===== src/rtl/assert_macros.svh =====
// Assertion macros shared by the RTL files that carry concurrent checks.
// Depends on nothing; each file that asserts includes this header.
`ifndef ASSERT_MACROS_SVH
`define ASSERT_MACROS_SVH

// The consequent must hold in the same cycle as the antecedent.
`define ASSERT_SAME(label, clk, rst, ante, cons, msg) \
   label: assert property (@(posedge clk) disable iff (rst) (ante) |-> (cons)) \
      else $error(msg);

// The consequent must hold in the cycle after the antecedent.
`define ASSERT_NEXT(label, clk, rst, ante, cons, msg) \
   label: assert property (@(posedge clk) disable iff (rst) (ante) |=> (cons)) \
      else $error(msg);

`endif


===== src/rtl/rgbg_pkg.sv =====
`timescale 1ns / 1ps
// Shared constants, register codes and payload types of the RGB565 and gray downscale block.
// Depends on nothing; used by the interfaces, the scale divider and the top level.
package rgbg_pkg;

   // Frame and gray image geometry.
   localparam int FRAME_WIDTH  = 320;
   localparam int FRAME_HEIGHT = 240;
   localparam int GRAY_COLUMNS = 96;
   localparam int GRAY_ROWS    = 96;

   // Field widths.
   localparam int COORD_W     = 11;
   localparam int COLOR_W     = 8;
   localparam int SRC_W       = 11;
   localparam int STRIDE_W    = 9;
   localparam int RGB565_W    = 16;
   localparam int FRAME_IDX_W = 17;
   localparam int GRAY_IDX_W  = 14;
   localparam int SAMPLE_W    = 8;
   localparam int LUMA_W      = 16;

   // Configuration port.
   localparam int CSR_IDX_W  = 4;
   localparam int CSR_DATA_W = 16;
   localparam logic [CSR_IDX_W-1:0] CSR_DECODED_WIDTH = CSR_IDX_W'(0);
   localparam logic [CSR_IDX_W-1:0] CSR_SOURCE_WIDTH  = CSR_IDX_W'(1);
   localparam logic [CSR_IDX_W-1:0] CSR_SOURCE_HEIGHT = CSR_IDX_W'(2);
   localparam logic [CSR_IDX_W-1:0] CSR_GRAY_ENABLE   = CSR_IDX_W'(3);

   // Register reset values.
   localparam logic [STRIDE_W-1:0] DECODED_WIDTH_RST = STRIDE_W'(320);
   localparam logic [SRC_W-1:0]    SOURCE_WIDTH_RST  = SRC_W'(320);
   localparam logic [SRC_W-1:0]    SOURCE_HEIGHT_RST = SRC_W'(240);

   // The stride never exceeds the frame width; the cap is limited to what the register holds.
   localparam int STRIDE_CAP = (FRAME_WIDTH > (1 << STRIDE_W) - 1) ?
                               (1 << STRIDE_W) - 1 : FRAME_WIDTH;

   // Luma weights, BT.601 in units of 1/256.
   localparam int LUMA_R_COEF = 77;
   localparam int LUMA_G_COEF = 150;
   localparam int LUMA_B_COEF = 29;

   // Scaled coordinates: the quotient carries one bit at or above the larger gray size,
   // which flags saturation.
   localparam int GRAY_MAX        = (GRAY_COLUMNS > GRAY_ROWS) ? GRAY_COLUMNS : GRAY_ROWS;
   localparam int QUOT_W          = $clog2(GRAY_MAX) + 1;
   localparam int DIV_W           = SRC_W + QUOT_W;
   localparam int STEPS_PER_STAGE = 2;
   localparam int DIV_STAGES      = (QUOT_W + STEPS_PER_STAGE - 1) / STEPS_PER_STAGE;

   // Input register, arithmetic stage, divider stages and the output register.
   localparam int PIPE_DEPTH = DIV_STAGES + 3;

   localparam int FIDX_WIDE_W    = COORD_W + STRIDE_W;
   localparam int GIDX_WIDE_W    = 2 * QUOT_W + 2;
   localparam int GRAY_IDX_COUNT = GRAY_COLUMNS * GRAY_ROWS;

   // Result fields that travel alongside the divider stages.
   typedef struct packed {
      logic [RGB565_W-1:0]        rgb565_word;
      logic [FRAME_IDX_W-1:0]     frame_index;
      logic                       gray_valid;
      logic signed [SAMPLE_W-1:0] gray_sample;
   } carry_type;

   // One complete result transaction.
   typedef struct packed {
      logic [RGB565_W-1:0]        rgb565_word;
      logic [FRAME_IDX_W-1:0]     frame_index;
      logic                       gray_valid;
      logic [GRAY_IDX_W-1:0]      gray_index;
      logic signed [SAMPLE_W-1:0] gray_sample;
   } result_type;

endpackage


===== src/rtl/rgbg_if.sv =====
`timescale 1ns / 1ps
// Channel interfaces of the block: pixel requests, results and register writes.
// Depends on rgbg_pkg for the field widths.

// Decoded pixel channel.
interface rgbg_req_if import rgbg_pkg::*; ();
   logic               valid;
   logic               ready;
   logic [COORD_W-1:0] column;
   logic [COORD_W-1:0] row;
   logic [COLOR_W-1:0] red;
   logic [COLOR_W-1:0] green;
   logic [COLOR_W-1:0] blue;

   modport source (output valid, column, row, red, green, blue, input ready);
   modport sink   (input valid, column, row, red, green, blue, output ready);
endinterface

// Result channel.
interface rgbg_rsp_if import rgbg_pkg::*; ();
   logic                       valid;
   logic                       ready;
   logic [RGB565_W-1:0]        rgb565_word;
   logic [FRAME_IDX_W-1:0]     frame_index;
   logic                       gray_valid;
   logic [GRAY_IDX_W-1:0]      gray_index;
   logic signed [SAMPLE_W-1:0] gray_sample;

   modport source (output valid, rgb565_word, frame_index, gray_valid, gray_index,
                   gray_sample, input ready);
   modport sink   (input valid, rgb565_word, frame_index, gray_valid, gray_index,
                   gray_sample, output ready);
endinterface

// Register write channel.
interface rgbg_csr_if import rgbg_pkg::*; ();
   logic                  valid;
   logic                  ready;
   logic [CSR_IDX_W-1:0]  index;
   logic [CSR_DATA_W-1:0] data;

   modport source (output valid, index, data, input ready);
   modport sink   (input valid, index, data, output ready);
endinterface


===== src/rtl/rgbg_scale_div.sv =====
`timescale 1ns / 1ps
// Pipelined restoring divider that scales one coordinate into the gray image.
// Depends on rgbg_pkg; two quotient bits are resolved per register stage.
module rgbg_scale_div import rgbg_pkg::*; (
   input  logic                  clock,
   input  logic [DIV_STAGES-1:0] stage_en,
   input  logic [DIV_W-1:0]      numer,
   input  logic [SRC_W-1:0]      denom,
   output logic [QUOT_W-1:0]     quot
);

   logic [DIV_W-1:0]  rem_ff   [DIV_STAGES];
   logic [QUOT_W-1:0] quot_ff  [DIV_STAGES];
   logic [DIV_W-1:0]  rem_in   [DIV_STAGES];
   logic [QUOT_W-1:0] quot_in  [DIV_STAGES];
   logic [DIV_W-1:0]  rem_src  [DIV_STAGES];
   logic [QUOT_W-1:0] quot_src [DIV_STAGES];

   // Each stage starts from the partial remainder of the stage before it.
   assign rem_src[0]  = numer;
   assign quot_src[0] = '0;
   for (genvar s = 1; s < DIV_STAGES; s++) begin : g_link
      assign rem_src[s]  = rem_ff[s-1];
      assign quot_src[s] = quot_ff[s-1];
   end

   // Compare and subtract the shifted divisor, most significant quotient bit first.
   // The top bit stays set when the true quotient overflows, which forces saturation later.
   always_comb begin
      logic [DIV_W-1:0]  r;
      logic [QUOT_W-1:0] q;
      logic [DIV_W-1:0]  d;
      int                k;
      for (int s = 0; s < DIV_STAGES; s++) begin
         r = rem_src[s];
         q = quot_src[s];
         for (int j = 0; j < STEPS_PER_STAGE; j++) begin
            k = QUOT_W - 1 - (s * STEPS_PER_STAGE + j);
            if (k >= 0) begin
               d = DIV_W'(denom) << k;
               if (r >= d) begin
                  r    = r - d;
                  q[k] = 1'b1;
               end
            end
         end
         rem_in[s]  = r;
         quot_in[s] = q;
      end
   end

   // Stage registers advance with the pipeline enables of the top level.
   always_ff @(posedge clock) begin
      for (int s = 0; s < DIV_STAGES; s++) begin
         if (stage_en[s]) begin
            rem_ff[s]  <= rem_in[s];
            quot_ff[s] <= quot_in[s];
         end
      end
   end

   assign quot = quot_ff[DIV_STAGES-1];

endmodule


===== src/rtl/rgb_to_rgb565_and_gray_downscale_top.sv =====
`timescale 1ns / 1ps
// Top level: RGB888 pixel to RGB565 frame-buffer word and downscaled luma sample.
// Depends on rgbg_pkg, rgbg_if, rgbg_scale_div and assert_macros.svh.
//
//   channel   dir  handshake      payload
//   req_bus   in   valid/ready    column, row, red, green, blue
//   rsp_bus   out  valid/ready    rgb565_word, frame_index, gray_valid, gray_index, gray_sample
//   csr_bus   in   valid/ready    index, data (always ready)
//
// One transaction per cycle is taken unless back-pressure on rsp_bus fills the pipeline.
// PIPE_DEPTH is set by the restoring division of the gray coordinates, two bits per stage.
// Pixels outside the frame are dropped at the input register and give no result.
// Each stage holds while the stage after it is full and blocked; empty stages still fill.
// Synchronous reset clears all valid bits and loads the register defaults.
`include "assert_macros.svh"

module rgb_to_rgb565_and_gray_downscale_top import rgbg_pkg::*; (
   input logic        clock,
   input logic        reset,
   rgbg_req_if.sink   req_bus,
   rgbg_rsp_if.source rsp_bus,
   rgbg_csr_if.sink   csr_bus
);

   // Configuration registers.
   logic [STRIDE_W-1:0] decoded_width_ff;
   logic [SRC_W-1:0]    source_width_ff;
   logic [SRC_W-1:0]    source_height_ff;
   logic                gray_enable_ff;

   // Pipeline control.
   logic [PIPE_DEPTH-1:0] v_ff;
   logic [PIPE_DEPTH-1:0] en;
   logic [DIV_STAGES-1:0] div_en;
   logic                  req_accept;
   logic                  in_frame;

   // Input register.
   logic [COORD_W-1:0] col0_ff;
   logic [COORD_W-1:0] row0_ff;
   logic [COLOR_W-1:0] red0_ff;
   logic [COLOR_W-1:0] green0_ff;
   logic [COLOR_W-1:0] blue0_ff;

   // Arithmetic stage.
   logic [STRIDE_W-1:0]    stride;
   logic [FIDX_WIDE_W-1:0] fidx_wide;
   logic [LUMA_W-1:0]      luma_sum;
   carry_type              carry_in;
   logic [DIV_W-1:0]       num_x_in;
   logic [DIV_W-1:0]       num_y_in;
   logic [DIV_W-1:0]       num_x_ff;
   logic [DIV_W-1:0]       num_y_ff;
   carry_type              carry_ff [DIV_STAGES+1];

   // Divider results and output stage.
   logic [QUOT_W-1:0]      quot_x;
   logic [QUOT_W-1:0]      quot_y;
   logic [QUOT_W-1:0]      dx;
   logic [QUOT_W-1:0]      dy;
   logic [GIDX_WIDE_W-1:0] gidx_wide;
   carry_type              carry_last;
   result_type             result_in;
   result_type             result_ff;

   // Register writes; indexes beyond the list are ignored.
   assign csr_bus.ready = 1'b1;

   always_ff @(posedge clock) begin
      if (reset) begin
         decoded_width_ff <= DECODED_WIDTH_RST;
         source_width_ff  <= SOURCE_WIDTH_RST;
         source_height_ff <= SOURCE_HEIGHT_RST;
         gray_enable_ff   <= 1'b0;
      end else if (csr_bus.valid && csr_bus.ready) begin
         case (csr_bus.index)
            CSR_DECODED_WIDTH: decoded_width_ff <= csr_bus.data[STRIDE_W-1:0];
            CSR_SOURCE_WIDTH:  source_width_ff  <= csr_bus.data[SRC_W-1:0];
            CSR_SOURCE_HEIGHT: source_height_ff <= csr_bus.data[SRC_W-1:0];
            CSR_GRAY_ENABLE:   gray_enable_ff   <= csr_bus.data[0];
            default: ;
         endcase
      end
   end

   // A stage may load when it is empty or when its content moves on.
   always_comb begin
      en[PIPE_DEPTH-1] = !v_ff[PIPE_DEPTH-1] || rsp_bus.ready;
      for (int i = PIPE_DEPTH - 2; i >= 0; i--) begin
         en[i] = !v_ff[i] || en[i+1];
      end
   end

   assign div_en        = en[DIV_STAGES+1:2];
   assign req_bus.ready = en[0];
   assign req_accept    = req_bus.valid && en[0];
   assign in_frame      = (req_bus.column < COORD_W'(FRAME_WIDTH)) &&
                          (req_bus.row < COORD_W'(FRAME_HEIGHT));

   // Valid bits travel with the data.
   always_ff @(posedge clock) begin
      if (reset) begin
         v_ff <= '0;
      end else begin
         if (en[0]) begin
            v_ff[0] <= req_accept && in_frame;
         end
         for (int i = 1; i < PIPE_DEPTH; i++) begin
            if (en[i]) begin
               v_ff[i] <= v_ff[i-1];
            end
         end
      end
   end

   // Input register.
   always_ff @(posedge clock) begin
      if (en[0]) begin
         col0_ff   <= req_bus.column;
         row0_ff   <= req_bus.row;
         red0_ff   <= req_bus.red;
         green0_ff <= req_bus.green;
         blue0_ff  <= req_bus.blue;
      end
   end

   // Packing, frame-buffer index, luma and the scaled-coordinate numerators.
   always_comb begin
      stride = (decoded_width_ff < STRIDE_W'(STRIDE_CAP)) ? decoded_width_ff
                                                          : STRIDE_W'(STRIDE_CAP);
      fidx_wide = FIDX_WIDE_W'(row0_ff) * FIDX_WIDE_W'(stride) + FIDX_WIDE_W'(col0_ff);
      luma_sum  = LUMA_W'(red0_ff) * LUMA_W'(LUMA_R_COEF) +
                  LUMA_W'(green0_ff) * LUMA_W'(LUMA_G_COEF) +
                  LUMA_W'(blue0_ff) * LUMA_W'(LUMA_B_COEF);

      carry_in.rgb565_word = {red0_ff[7:3], green0_ff[7:2], blue0_ff[7:3]};
      carry_in.frame_index = fidx_wide[FRAME_IDX_W-1:0];
      carry_in.gray_valid  = gray_enable_ff && (source_width_ff != '0) &&
                             (source_height_ff != '0);
      // Subtracting 128 from an 8-bit luma flips its top bit.
      carry_in.gray_sample = $signed({~luma_sum[LUMA_W-1], luma_sum[LUMA_W-2:LUMA_W-SAMPLE_W]});

      num_x_in = DIV_W'(col0_ff) * DIV_W'(GRAY_COLUMNS);
      num_y_in = DIV_W'(row0_ff) * DIV_W'(GRAY_ROWS);
   end

   always_ff @(posedge clock) begin
      if (en[1]) begin
         carry_ff[0] <= carry_in;
         num_x_ff    <= num_x_in;
         num_y_ff    <= num_y_in;
      end
   end

   // Side fields follow the divider stages.
   always_ff @(posedge clock) begin
      for (int s = 0; s < DIV_STAGES; s++) begin
         if (en[s+2]) begin
            carry_ff[s+1] <= carry_ff[s];
         end
      end
   end

   rgbg_scale_div u_div_x (
      .clock    (clock),
      .stage_en (div_en),
      .numer    (num_x_ff),
      .denom    (source_width_ff),
      .quot     (quot_x)
   );

   rgbg_scale_div u_div_y (
      .clock    (clock),
      .stage_en (div_en),
      .numer    (num_y_ff),
      .denom    (source_height_ff),
      .quot     (quot_y)
   );

   // Saturate the scaled coordinates and form the gray index; gray fields read zero when off.
   always_comb begin
      carry_last = carry_ff[DIV_STAGES];
      dx = (quot_x >= QUOT_W'(GRAY_COLUMNS)) ? QUOT_W'(GRAY_COLUMNS - 1) : quot_x;
      dy = (quot_y >= QUOT_W'(GRAY_ROWS)) ? QUOT_W'(GRAY_ROWS - 1) : quot_y;
      gidx_wide = GIDX_WIDE_W'(dy) * GIDX_WIDE_W'(GRAY_COLUMNS) + GIDX_WIDE_W'(dx);

      result_in.rgb565_word = carry_last.rgb565_word;
      result_in.frame_index = carry_last.frame_index;
      result_in.gray_valid  = carry_last.gray_valid;
      if (carry_last.gray_valid) begin
         result_in.gray_index  = gidx_wide[GRAY_IDX_W-1:0];
         result_in.gray_sample = carry_last.gray_sample;
      end else begin
         result_in.gray_index  = '0;
         result_in.gray_sample = '0;
      end
   end

   // Output register.
   always_ff @(posedge clock) begin
      if (en[PIPE_DEPTH-1]) begin
         result_ff <= result_in;
      end
   end

   assign rsp_bus.valid       = v_ff[PIPE_DEPTH-1];
   assign rsp_bus.rgb565_word = result_ff.rgb565_word;
   assign rsp_bus.frame_index = result_ff.frame_index;
   assign rsp_bus.gray_valid  = result_ff.gray_valid;
   assign rsp_bus.gray_index  = result_ff.gray_index;
   assign rsp_bus.gray_sample = result_ff.gray_sample;

   // Checks on the pipeline and the result fields.
   `ASSERT_NEXT(a_drop_out_of_frame, clock, reset, req_accept && !in_frame, !v_ff[0], "out-of-frame pixel entered the pipeline")
   `ASSERT_NEXT(a_blocked_stage_holds, clock, reset, v_ff[1] && !en[1], v_ff[1], "blocked arithmetic stage lost its transaction")
   `ASSERT_SAME(a_gray_off_zero, clock, reset, rsp_bus.valid && !rsp_bus.gray_valid, (rsp_bus.gray_index == '0) && (rsp_bus.gray_sample == '0), "gray fields not zero while gray is off")
   `ASSERT_SAME(a_gray_index_range, clock, reset, rsp_bus.valid && rsp_bus.gray_valid, rsp_bus.gray_index < GRAY_IDX_COUNT, "gray index beyond the gray image")

endmodule

===== src/flat_wrapper.sv =====
// flat-port wrapper written by rule: the top's interface ports become plain ports
module rgb_to_rgb565_and_gray_downscale_top_flat import rgbg_pkg::*;
  (clock, reset, req_bus_valid, req_bus_column, req_bus_row, req_bus_red, req_bus_green, req_bus_blue, req_bus_ready, rsp_bus_valid, rsp_bus_rgb565_word, rsp_bus_frame_index, rsp_bus_gray_valid, rsp_bus_gray_index, rsp_bus_gray_sample, rsp_bus_ready, csr_bus_valid, csr_bus_index, csr_bus_data, csr_bus_ready);
  rgbg_req_if req_bus_i ();
  rgbg_rsp_if rsp_bus_i ();
  rgbg_csr_if csr_bus_i ();
  input logic clock;
  input logic reset;
  input wire logic [$bits(req_bus_i.valid)-1:0] req_bus_valid;
  input wire logic [$bits(req_bus_i.column)-1:0] req_bus_column;
  input wire logic [$bits(req_bus_i.row)-1:0] req_bus_row;
  input wire logic [$bits(req_bus_i.red)-1:0] req_bus_red;
  input wire logic [$bits(req_bus_i.green)-1:0] req_bus_green;
  input wire logic [$bits(req_bus_i.blue)-1:0] req_bus_blue;
  output wire logic [$bits(req_bus_i.ready)-1:0] req_bus_ready;
  output wire logic [$bits(rsp_bus_i.valid)-1:0] rsp_bus_valid;
  output wire logic [$bits(rsp_bus_i.rgb565_word)-1:0] rsp_bus_rgb565_word;
  output wire logic [$bits(rsp_bus_i.frame_index)-1:0] rsp_bus_frame_index;
  output wire logic [$bits(rsp_bus_i.gray_valid)-1:0] rsp_bus_gray_valid;
  output wire logic [$bits(rsp_bus_i.gray_index)-1:0] rsp_bus_gray_index;
  output wire logic [$bits(rsp_bus_i.gray_sample)-1:0] rsp_bus_gray_sample;
  input wire logic [$bits(rsp_bus_i.ready)-1:0] rsp_bus_ready;
  input wire logic [$bits(csr_bus_i.valid)-1:0] csr_bus_valid;
  input wire logic [$bits(csr_bus_i.index)-1:0] csr_bus_index;
  input wire logic [$bits(csr_bus_i.data)-1:0] csr_bus_data;
  output wire logic [$bits(csr_bus_i.ready)-1:0] csr_bus_ready;
  assign req_bus_i.valid = req_bus_valid;
  assign req_bus_i.column = req_bus_column;
  assign req_bus_i.row = req_bus_row;
  assign req_bus_i.red = req_bus_red;
  assign req_bus_i.green = req_bus_green;
  assign req_bus_i.blue = req_bus_blue;
  assign req_bus_ready = req_bus_i.ready;
  assign rsp_bus_valid = rsp_bus_i.valid;
  assign rsp_bus_rgb565_word = rsp_bus_i.rgb565_word;
  assign rsp_bus_frame_index = rsp_bus_i.frame_index;
  assign rsp_bus_gray_valid = rsp_bus_i.gray_valid;
  assign rsp_bus_gray_index = rsp_bus_i.gray_index;
  assign rsp_bus_gray_sample = rsp_bus_i.gray_sample;
  assign rsp_bus_i.ready = rsp_bus_ready;
  assign csr_bus_i.valid = csr_bus_valid;
  assign csr_bus_i.index = csr_bus_index;
  assign csr_bus_i.data = csr_bus_data;
  assign csr_bus_ready = csr_bus_i.ready;
  rgb_to_rgb565_and_gray_downscale_top u_core (.clock(clock), .reset(reset), .req_bus(req_bus_i), .rsp_bus(rsp_bus_i), .csr_bus(csr_bus_i));
endmodule

===== config.mk =====
export PLATFORM = sky130hd
export DESIGN_NAME = rgb_to_rgb565_and_gray_downscale_top_flat
export DESIGN_NICKNAME = d
export VERILOG_FILES = /design/src/rtl/rgbg_pkg.sv /design/src/rtl/rgbg_if.sv /design/src/rtl/rgbg_scale_div.sv /design/src/rtl/rgb_to_rgb565_and_gray_downscale_top.sv /design/src/flat_wrapper.sv
export VERILOG_INCLUDE_DIRS = /design/src /design/src/rtl
export SDC_FILE = /design/constraint.sdc
export NUM_CORES = 1
export LEC_CHECK = 0
export BUFFER_PORTS_ARGS = -buffer_cell sky130_fd_sc_hd__buf_2
export CORE_ASPECT_RATIO = 1.5
export CORE_MARGIN = 2
export CORE_UTILIZATION = 40
export DETAILED_ROUTE_END_ITERATION = 10
export SLEW_MARGIN = 20
export SYNTH_ARGS = -nofsm -noshare
export SYNTH_HDL_FRONTEND = slang
export SYNTH_SLANG_ARGS = --single-unit

===== constraint.sdc =====
create_clock -name clock -period 7.2 [get_ports clock]
set_clock_uncertainty 0.1 [all_clocks]
set_input_delay 0.36 -clock clock [delete_from_list [all_inputs] [get_ports clock]]
set_output_delay 0.36 -clock clock [all_outputs]
set_load 0.03 [all_outputs]

==> metrics.csv, run 1 <==
metric,value,unit
starting DRC count in detailed routing,1019,
Hold Crit Class,in -> reg,
final hold vios,0,
Diodes inserted,0,
Post-layout nets,3709,
DRT met1 WL,28800,microns
Resized Gates After CTS,0,
Detailed Place HPWL,55300,microns
first-pass GRT wire length,115000,microns
yosys warns,0,
Synth cell types,85,
leakage power,0.0159,uW
Via Count,22200,
"EDFF count, synth",470,
share of synthesized registers carrying an async set or reset,0,
CTS Root Cell,clkbuf_16,
CP arrival,7060,ps
total nets after synthesis,3485,
Die W,240,microns
CP required,7480,ps
antenna violations before repair,1,
setup TNS,0,ps
met3 WL post-DR,2200,microns
layout cells sized above 1,0.106,
CTS HTree Levels,2,
number of global-route vias before repair,22600,
detail-routed via count per cell,5.13,
top-area cell type share of the netlist area,0.424,
max-slew violation count,0,
Synth area leaders,"edfxtp_1 42%, ha_1 12%, fa_1 8.4%",
VDD IR-drop max,0.250,mV
Residual DRC,0,
worst skew pair latency,630,ps
Syn-to-layout area delta,13.6,%
Period minus WS final,6780,ps
Total GRT Usage,0.170,
# rows,129,
initial core utilization,0.404,
Finish-stage setup viols,0,
critical path peak fanout,5,
ANT nets after route,0,
main flop type after synthesis,edfxtp_1,
Ports,130,
Die H,357,microns
CTS tree,built,
Achievable Freq,0.147,GHz
Reg area,14900,sq um
"area leader, netlist",edfxtp_1,
Final Cycle Share,0.942,
#FFs+latches synth,509,
drt wl/cell,16.6,microns
Setup crit start kind,flip-flop,
normalized max-slew margin,0.291,
status,completed,
DR pass1 iterations,8,
max-cap violation count,0,
Clock Tree Buf Depth,3,
Post-Syn Area,33300,sq um
Worst-Margin Slew,1060,ps
Multi-input gate area,17100,sq um
routability cong.,0.866,
PortBufs,123,
Worst setup EP type,flip-flop,
Area after DPL,35400,sq um
Synth Area per Inst,11.3,sq um
Post-CTS Setup Bufs,0,
WL met2,38400,microns
pwr dens,397,nW/um^2
RSZ-0062 raised after global routing,no,
core area,82500,sq um
number of CTS-inserted buffers,52,
final wirelength,71900,microns
clk sinks,509,
top sig layer,met4,
total gr overflow,0,
largest net degree at the start of global routing,75,
final non-filler cell area,37800,sq um
Die ar.,85600,sq um
register area share after synthesis,0.447,
fill cell count,7646,
critical path type,reg -> reg,
Syn Inst Count,2943,
Worst-path clk slew,60,ps
-- critical path, stage by stage (launching register included) --
cell and delay, ps:
edfxtp_1 470, ha_1 320, ha_1 270, inv_1 50, fa_1 530, inv_1 60
fa_1 480, ha_1 350, xnor2_1 240, fa_1 480, fa_1 520, inv_1 50
fa_1 460, fa_1 540, inv_1 40, ha_1 320, nand3_1 100, o2111ai_1 180
o31ai_1 360, o21bai_1 140, a21oi_1 190, xor2_1 190, xnor2_1 100
-- through the flow --
step / utilization / setup slack [ps] / hold WS, ps / instances / power (uW)
after detailed placement: 0.429 / 337 / 305 / 4166 / 12200
after global placement: 0.429 / 392 / 300 / 4166 / 12100
after floorplan: - / 735 / 300 / 2943 / 10700
after global routing: 0.458 / 33.8 / 111 / 4324 / 16300
after CTS: 0.458 / 334 / 65.2 / 4324 / 15200
final: 0.458 / 417 / 125 / 4324 / 15000
-- cells in the mapped netlist (6+ instances only) --
master and n:
and3_1 51, nor2_1 208, nor4_1 10, a21oi_1 169, o31ai_1 14, mux2i_1 42, xnor2_1 128, a211o_1 16
a31oi_1 24, and2_1 38, nor2b_1 51, a21boi_0 13, nor3b_1 10, ha_1 331, a211oi_1 16, nor3_1 47
inv_1 288, buf_2 6, or4_1 8, o21bai_1 32, edfxtp_1 470, fa_1 140, nand3_1 55, nand2_1 175
o21a_1 33, o21ai_1 8, nand4_1 31, xor2_1 56, o21ai_0 124, o211ai_1 13, or3_1 9, a21o_1 62
o2111ai_1 6, nand2b_1 33, clkbuf_1 38, dfxtp_1 39, mux2_2 48
-- per-layer routing --
metal  up-vias  track usage
met5         -            0
met4         0       0.0629
met3       125       0.0199
met2       364        0.327
met1     10700        0.190
li1      11000            -
-- placed cells by master (no fill, tap or decap), types with 16 or more instances in the layout --
master	netlist	routed
a21oi_1	169	169
a211oi_1	16	16
and2_1	38	38
mux2i_1	42	42
nand2b_1	33	33
edfxtp_1	470	470
inv_1	288	285
xor2_1	56	56
o21a_1	33	33
ha_1	331	331
nand3_1	55	54
nand4_1	31	31
o21ai_0	124	123
nor2_1	208	208
a31oi_1	24	24
nand2_1	175	173
mux2_2	48	48
dfxtp_1	39	39
fa_1	140	140
o21bai_1	32	32
nor2b_1	51	51
a21o_1	62	62
clkbuf_16	0	54
buf_2	6	123
buf_4	2	42
xnor2_1	128	128
nor3_1	47	47
and3_1	51	51
a211o_1	16	16
dlygate4sd3_1	0	60
-- worst paths after layout --
kind	from	end	slack, ps	cells past startpoint
max	u_core.green0_ff[6]	u_core.carry_ff[0][7]	420	22
min reg2reg	u_core.carry_ff[0][128]	u_core.carry_ff[0][170]	300	0
min	csr_bus_index[1]	u_core.source_height_ff[4]	120	3
max reg2reg	u_core.green0_ff[6]	u_core.carry_ff[0][7]	420	22
-- power by group --
part           internal, uW  switching (uW)
clock                  1590            1210
sequential             4350             341
combinational          3460            4060
total                  9390            5610
-- final cells by class --
type                            instances  area share
Sequential cell                       509       0.394
Clock inverter                         36      0.0106
Multi-Input combinational cell       2087       0.452
Tap cell                             1113      0.0368
Clock buffer                           62      0.0368
Inverter                              292      0.0291
Timing Repair Buffer                  225      0.0405
-- logic make-up (layout without fill, tap and decap cells) --
| family | Yosys count | count (layout) | share of synthesized area |
|---|---|---|---|
| adders and majority gates | 471 | 471 | 0.209 |
| AOI/OAI and AO/OA | 587 | 587 | 0.113 |
| muxes | 93 | 93 | 0.0299 |
| and+or+nand+nor | 750 | 750 | 0.112 |
| buffers and inverters | 347 | 615 | 0.0405 |
| other | 2 | 2 | 0.000226 |
| xor gates and xnor gates | 184 | 184 | 0.0484 |
| DFF | 509 | 509 | 0.447 |
-- registers in the layout, indices dropped and copies added (netlist names) --
name / count
u_core.carry_ff: 210
u_core.u_div_x.rem_ff: 46
u_core.u_div_y.rem_ff: 46
u_core.u_div_x.quot_ff: 20
u_core.u_div_y.quot_ff: 20
u_core.rsp_bus.frame_index: 17
u_core.rsp_bus.rgb565_word: 16
u_core.rsp_bus.gray_index: 14
u_core.num_x_ff: 13
u_core.num_y_ff: 13
u_core.col0_ff: 11
u_core.row0_ff: 11
u_core.source_height_ff: 11
u_core.source_width_ff: 11
u_core.decoded_width_ff: 9
u_core.blue0_ff: 8
u_core.green0_ff: 8
u_core.red0_ff: 8
u_core.rsp_bus.gray_sample: 8
u_core.v_ff: 7
u_core.gray_enable_ff: 1
u_core.rsp_bus.gray_valid: 1
-- repair_timing --
| action | CTS | global route |
|---|---|---|
| endpoints found under the setup margin | 0 | 0 |
| hold buffers | 60 | 0 |
| hold endpoints to repair | 76 | 0 |
(Power assumes the default switching activity.)
==> inputs of run 2 (changes only) <==
--- a/config.mk
+++ b/config.mk
@@ -11,6 +11,7 @@
 export CORE_MARGIN = 2
 export CORE_UTILIZATION = 40
 export DETAILED_ROUTE_END_ITERATION = 10
+export PLACE_DENSITY_LB_ADDON = 0.05
 export SLEW_MARGIN = 20
 export SYNTH_ARGS = -nofsm -noshare
 export SYNTH_HDL_FRONTEND = slang
==> run 2 against run 1 <==
Non-clock buffer count shrank 7; sequential share of layout area grew 0.10 points; design area shrank 0.25%; global-route usage is 1.7 points higher; via count is 1.9% higher; wire length up 9.4%; register-to-register slack improved by 40 ps; total power up 1.4%; clock-buffer cell count rose by 2; first-iteration DRC count shrank 14%; largest cell class unchanged.
==> metrics.csv, run 2 (synthesis results as in run 1) <==
metric,value,unit
Hold Crit Class,in -> reg,
CTS Root Cell,clkbuf_16,
PortBufs,123,
leakage power,0.0159,uW
critical path peak fanout,5,
Worst setup EP type,flip-flop,
ANT nets after route,0,
Via Count,22600,
Net Switching,5800,uW
Int Power,9410,uW
Worst-Margin Slew,962,ps
Final Cycle Share,0.936,
"most common cell after layout, fill and taps aside",edfxtp_1,
max-cap violation count,0,
antenna violations before repair,1,
drt wl/cell,18.2,microns
Period minus WS final,6740,ps
number of global-route vias before repair,23700,
max reg flops,210,
Syn-to-layout area delta,13.3,%
largest reg by FF count,u_core.carry_ff,
Seq pwr share,0.309,
Inst Count DP,4161,
Hold WS,116,ps
core area,82500,sq um
Top Registers,"u_core.carry_ff: 210 flops, u_core.u_div_x.rem_ff: 46 flops, u_core.u_div_y.rem_ff: 46 flops",
Comb pwr share,0.508,
Post-layout nets,3702,
CTS HTree Levels,2,
Tot Pwr,15200,uW
Reg2Reg Depth,24,
Die H,357,microns
normalized max-slew margin,0.359,
max-slew violation count,0,
fill cell count,7603,
flop-to-flop setup slack,460,ps
critical path type,reg -> reg,
# rows,129,
first-pass GRT wire length,126000,microns
"non-filler cells, final",4317,
layout cells sized above 1,0.105,
total gr overflow,0,
Residual DRC,0,
most frequent cells in the layout,"470 x edfxtp_1, 331 x ha_1, 285 x inv_1",
clk sinks,509,
Achievable Freq,0.148,GHz
Total GRT Usage,0.187,
Critical R2R Launch,u_core.green0_ff[3],
Worst setup endpoint,u_core.carry_ff[0][7],
Clock Tree Buf Depth,3,
Finish-stage setup viols,0,
CP required,7460,ps
largest net degree at the start of global routing,52,
crit path launch,u_core.green0_ff[3],
clock power share,0.182,
switching share of power,0.381,
worst skew pair latency,620,ps
routability cong.,0.882,
final hold vios,0,
Detailed Place HPWL,60100,microns
Ports,130,
reg2reg end,u_core.carry_ff[0][7],
setup TNS,0,ps
detail-routed via count per cell,5.24,
Die W,240,microns
Worst-path clk slew,70,ps
Die ar.,85600,sq um
CTS tree,built,
Setup crit start kind,flip-flop,
number of CTS-inserted buffers,52,
final non-filler cell area,37700,sq um
DR pass1 iterations,5,
RSZ-0062 raised after global routing,no,
final wirelength,78600,microns
initial core utilization,0.404,
Diodes inserted,0,
CP arrival,7000,ps
status,completed,
VDD IR-drop max,0.321,mV
starting DRC count in detailed routing,876,
Area after DPL,35400,sq um
pwr dens,403,nW/um^2
run 2: critical path, cell delays in order (launching register included):
cell	delay (ps)
edfxtp_1	490
ha_1	340
ha_1	300
ha_1	280
inv_1	50
fa_1	530
inv_1	40
ha_1	320
xnor2_1	160
fa_1	490
inv_1	40
ha_1	270
inv_1	70
fa_1	430
fa_1	540
inv_1	40
ha_1	200
o41ai_1	480
buf_4	210
o2111ai_1	230
o31ai_2	310
o21bai_1	130
a21oi_1	190
xor2_1	180
xnor2_1	80
run 2: how the worst min path moves through the flow:
stage	from	endpoint	slack [ps]	cells past startpoint
after global routing	req_bus_valid	u_core.v_ff[0]	100	4
after detailed placement	u_core.carry_ff[0][99]	u_core.carry_ff[0][141]	300	0
final	req_bus_valid	u_core.v_ff[0]	120	4
after CTS	req_bus_valid	u_core.v_ff[0]	70	4
after global placement	u_core.carry_ff[0][194]	u_core.rsp_bus.rgb565_word[0]	300	0
after floorplan	u_core.carry_ff[0][58]	u_core.carry_ff[0][100]	300	0
run 2: stage by stage:
| stage | util | setup slack, ps |
|---|---|---|
| after floorplan | - | 735 |
| after global placement | 0.429 | 367 |
| after detailed placement | 0.429 | 321 |
| after CTS | 0.457 | 303 |
| after global routing | 0.457 | 59.4 |
| final | 0.457 | 460 |
run 2: power groups by stage:
stage	registers [uW]	logic, uW	clock network (uW)
after detailed placement	4760	7650	0
after floorplan	4680	6030	0
final	4700	7730	2780
after global routing	4780	8780	2990
after CTS	4710	7730	2880
after global placement	4750	7460	0
run 2: cell type report:
cell class	instances	area, sq um	share of cell area
multi-input cells	2087	17100	0.453
flip-flops and latches	509	14900	0.395
repair buffers	218	1470	0.0391
clock buffers	64	1400	0.0371
well taps	1113	1390	0.0369
inverters	292	1100	0.0292
clock inverters	34	352	0.00932
run 2: layer usage:
layer  track usage  part of all wire  vias up
li1              -                 -    11000
met1         0.212              0.40    11100
met2         0.354              0.53      372
met3        0.0225             0.028      133
met4        0.0684             0.034        2
met5             0           0.00014        -
run 2: timing repair:
| action | CTS | global route |
|---|---|---|
| resized for setup | 0 | 1 |
| endpoints found under the hold margin | 76 | 0 |
| endpoints found under the setup margin | 0 | 1 |
| buffers inserted | 0 | 0 |
| hold buffers | 58 | 0 |
